`config.mk`:
```
export PLATFORM = sky130hd
export DESIGN_NAME = pat_slot_mem
export DESIGN_NICKNAME = d
export VERILOG_FILES = /design/src/rtl/core/pat_slot_mem.sv
export SDC_FILE = /design/constraint.sdc
export NUM_CORES = 1
export LEC_CHECK = 0
export ABC_CLOCK_PERIOD_IN_PS = 8800
export BUFFER_PORTS_ARGS = -buffer_cell sky130_fd_sc_hd__buf_2
export CAP_MARGIN = 25
export CORE_ASPECT_RATIO = 0.7
export CORE_MARGIN = 10
export CORE_UTILIZATION = 50
export DETAILED_ROUTE_END_ITERATION = 16
export PLACE_DENSITY_LB_ADDON = 0.15
export SETUP_SLACK_MARGIN = 0.5
export SLEW_MARGIN = 25
export SYNTH_ARGS = -nofsm -noshare
export SYNTH_HDL_FRONTEND = slang
export SYNTH_SLANG_ARGS = --single-unit
export TNS_END_PERCENT = 100
```
`constraint.sdc`:
```
create_clock -name i_clk -period 8.8 [get_ports i_clk]
set_input_delay 1.76 -clock i_clk [delete_from_list [all_inputs] [get_ports i_clk]]
set_output_delay 1.76 -clock i_clk [all_outputs]
set_load 0.005 [all_outputs]
```
`src/rtl/core/pat_slot_mem.sv`:
```
// ----------------------------------------------------------------------------
// pat_slot_mem
// bundle tag and count store with registered read
// ----------------------------------------------------------------------------
module pat_slot_mem #(
    parameter int DEPTH = 64,
    parameter int AW    = 6
) (
    input  logic          i_clk,
    input  logic          i_we,
    input  logic [AW-1:0] i_waddr,
    input  logic [19:0]   i_wdata,
    input  logic [AW-1:0] i_raddr,
    output logic [19:0]   o_rdata
);
    logic [19:0] r_mem [DEPTH];

    always_ff @(posedge i_clk) begin
        if (i_we) begin
            r_mem[i_waddr] <= i_wdata;
        end
        o_rdata <= r_mem[i_raddr];
    end
endmodule

```
==> reports/metrics.sh <==
TIMING.CLOCK.SKEW_NS=0.0238
COREAREA_MM2=0.0981
MAXCLOCKFREQUENCY_GHz=0.213
TIMING.FINAL.CRIT_SHARE_PCT=53.5
DETAIL_ROUTE.WL_PER_CELL_UM=32.9
SYN-INSTANCE-COUNT=2243
TIMING.MAX_SLEW.REL_SLACK_PCT=31.0
FLOPS_LATCHES_SYNTH=1300
SYNTH-SEQ-AREA-SHARE_PCT=78.5
WORST-PATH-MAX-FANOUT=63
SYNTHESIS.NETS=2277
REPORT.FINAL.HOLD_VIOL_COUNT=0
AVGSYNTHCELLAREA_UM2=22.1
FLOORPLAN.DIE_AREA_MM2=0.112
VIAS_IN_THE_FIRST_GLOBAL_ROUTE=23600
END_KIND='flop'
SYN2LAYOUT_AREA_GROWTH_PCT=12.6
DPL.HPWL_UM=68700
CTS.SINK_COUNT=1300
CTS_MAX_LEVEL=3
POWER_DENSITY_mW_PER_MM2=230
POWER.STATIC_LEAKAGE_nW=17.6
DETAILEDROUTE.FIRSTITERATIONVIOLATIONS=3032
CTS_MAX_PATH_BUFFERS=3
GRT_MAX_DEGREE=91
NFILLCELLS=7163
FINAL_MAX_SLEW_VIOL_COUNT=0
FINALINSTANCEAREA_MM2=0.0557
STATUS='finished, final reports clean'
FINAL_STANDARD_CELL_COUNT_WITH_TAPS_INCLUDED_AND_FILLERS_EXCLUDED=3775
ASYNCSETRESETFLOPFRACSYNTH_PCT=0
POST_SYNTH_NUM_CELL_TYPES=36
GLOBAL_ROUTE_WIRE_LENGTH_BEFORE_REPAIR_UM=177000
LAYOUT_COMMON_CELLS='edfxtp_1 (1,280), mux4_2 (264), mux2i_1 (184)'
CTS_HOLD_BUF=0
GRT_REMAINING_OVERFLOW=0
FLOORPLAN.INITIALDENSITY_PCT=50.4
PORT_BUFFERS=53
ROUTABILITYCONGESTION=0.797
CTS_ROOT_BUF='clkbuf_16'
ANTENNA_FOUND_INITIAL=18
TOP_LEVEL_PORTS=54
TRITONCTS_CLOCK_TREE='built'
CTS_SETUP_BUFFERS=0
SYN_AREA_MM2=0.0495
TIMING.CRITICAL_PATH.FROM_TYPE='input port'
FINISH.NET_COUNT=2379
VIA_COUNT=23800
WORSTSKEWPAIRLATENCY_NS=0.72
PLACED_CELLS=3548
DIE_WIDTH_UM=396
SYNTH_EDF_COUNT=1280
FINAL_COMMON_CELL='edfxtp_1'
SYNTHESIS.YOSYS.WARNINGS=0
WORST_PIN_SLEW_NS=1.03
DIE-HEIGHT_UM=283
RSZ_0062_RAISED_AFTER_GLOBAL_ROUTING='no'
PLACEMENT_ROWS=96
REPORT.FINAL.SETUP_VIOL=0
GLOBALROUTETOTALUTIL_PCT=21.9
R2R_SETUP_SLACK_NS=6.67
DRT_FIRST_PASS_ITERS=5
FIN_CRIT_NS=4.70
VIAS_PER_CELL=6.30
DRIVE_GT1_SHARE_PCT=25.7
CP_DATA_REQUIRED_TIME_NS=9.47
MAX-CAP-VIOLATIONS=0
TIMING_WORST_SETUP_PATH_TYPE='input port to flop'
CTS_BUFFER_COUNT=118
POSTLAYOUTCOREUTIL_PCT=56.8
PATH_CLK_SLEW_NS=0.07
FIN_TNS_SETUP_NS=0
DRTANTENNAVIOLNETS=0
PLACED_CELL_AREA_MM2=0.0516
POST_CTS_RESIZED=0
VDD_DROP_MAX_uV=158
HOLD_CLASS='flop to flop'
CRIT_ARRIVAL_NS=5.37
YOSYS_MOST_USED_DFF='edfxtp_1'
ROUTE.DETAILED.DRC=0
ROUTE.FINAL.WIRE_LENGTH_UM=124000
-- cell usage after synthesis, types with 2 or more instances --
master	n	area (µm²)
nand3_1	6	30.0
a22oi_1	64	480
dfxtp_1	20	400
o31ai_1	15	113
o21ai_0	32	160
nor2b_1	7	43.8
nand3b_1	4	30.0
a31oi_1	32	200
or3_1	2	12.5
a21o_1	15	113
clkbuf_1	49	184
nor3_1	6	30.0
a211oi_1	2	15.0
buf_4	22	165
mux2i_1	184	1840
nand2_1	12	45.0
or3b_2	2	17.5
a21oi_1	3	15.0
a311oi_1	2	17.5
nand2b_1	6	37.5
nand4_1	2	12.5
and3_1	16	100
buf_2	48	240
o22ai_1	52	325
edfxtp_1	1280	38400
o22a_1	2	17.5
buf_6	7	78.8
mux4_2	264	5950
buf_1	2	7.51
nor2_1	74	278
mux2_2	6	67.6
-- power breakdown --
group / internal (mW) / total, mW / switching [mW]
logic: 0.213 / 0.618 / 0.404
registers: 6.85 / 6.88 / 0.0242
clock network: 3.10 / 5.34 / 2.24
-- sequential cells by signal (all words and copies together) (netlist names) --
name     count
r_mem     1280
o_rdata     20
-- stage by stage --
stage / total power [mW] / hold slack, ns / worst slack, ns
after floorplan: 7.33 / 0.679 / 4.70
after global placement: 7.62 / 0.831 / 3.38
after detailed placement: 7.63 / 0.843 / 3.37
after CTS: 12.9 / 0.891 / 4.14
after global routing: 13.2 / 0.938 / 4.03
final: 12.8 / 0.887 / 4.10
-- kinds of logic (layout without fill, tap and decap cells) --
family | Yosys count | count (layout) | synth area share (%)
DFF | 1300 | 1300 | 78.5
muxes | 454 | 454 | 15.9
AOI/OAI and AO/OA | 220 | 220 | 2.96
and+or+nand+nor | 140 | 140 | 1.33
buffers and inverters | 129 | 334 | 1.37
other | 0 | 4 | 0
-- critical path, stage by stage --
cell	delay, ns
buf_8	0.50
buf_4	0.64
buf_4	0.68
mux4_2	0.33
mux2i_1	0.09
a21o_1	0.30
o31ai_1	0.67
and3_1	0.24
-- area by class of cell --
class	count	area (µm²)	area share, %
tap	1323	1660	2.97
clock inverter	67	778	1.40
clock buffer	156	3260	5.86
sequential	1300	38800	69.7
inverter	1	3.75	0.00674
timing repair buffer	110	769	1.38
antenna	4	10.0	0.0180
multi-input combinational	814	10400	18.7
-- layer usage --
metal | vias up | part of all wire (%) | GRT usage [%]
li1 | 9696 | - | -
met1 | 12900 | 44 | 33.3
met3 | 163 | 8.7 | 5.60
met2 | 995 | 45 | 31.9
met4 | 4 | 2.1 | 4.76
met5 | - | 0.023 | 0
-- final timing paths --
path / startpoint / to / cells past startpoint
setup / recovery: i_raddr[2] / o_rdata[14] / 8
hold / removal: r_mem[58][18] / o_rdata[18] / 4
setup reg to reg: r_mem[55][13] / o_rdata[13] / 5
hold reg to reg: r_mem[58][18] / o_rdata[18] / 4
Power figures use the tool's default switching activity.
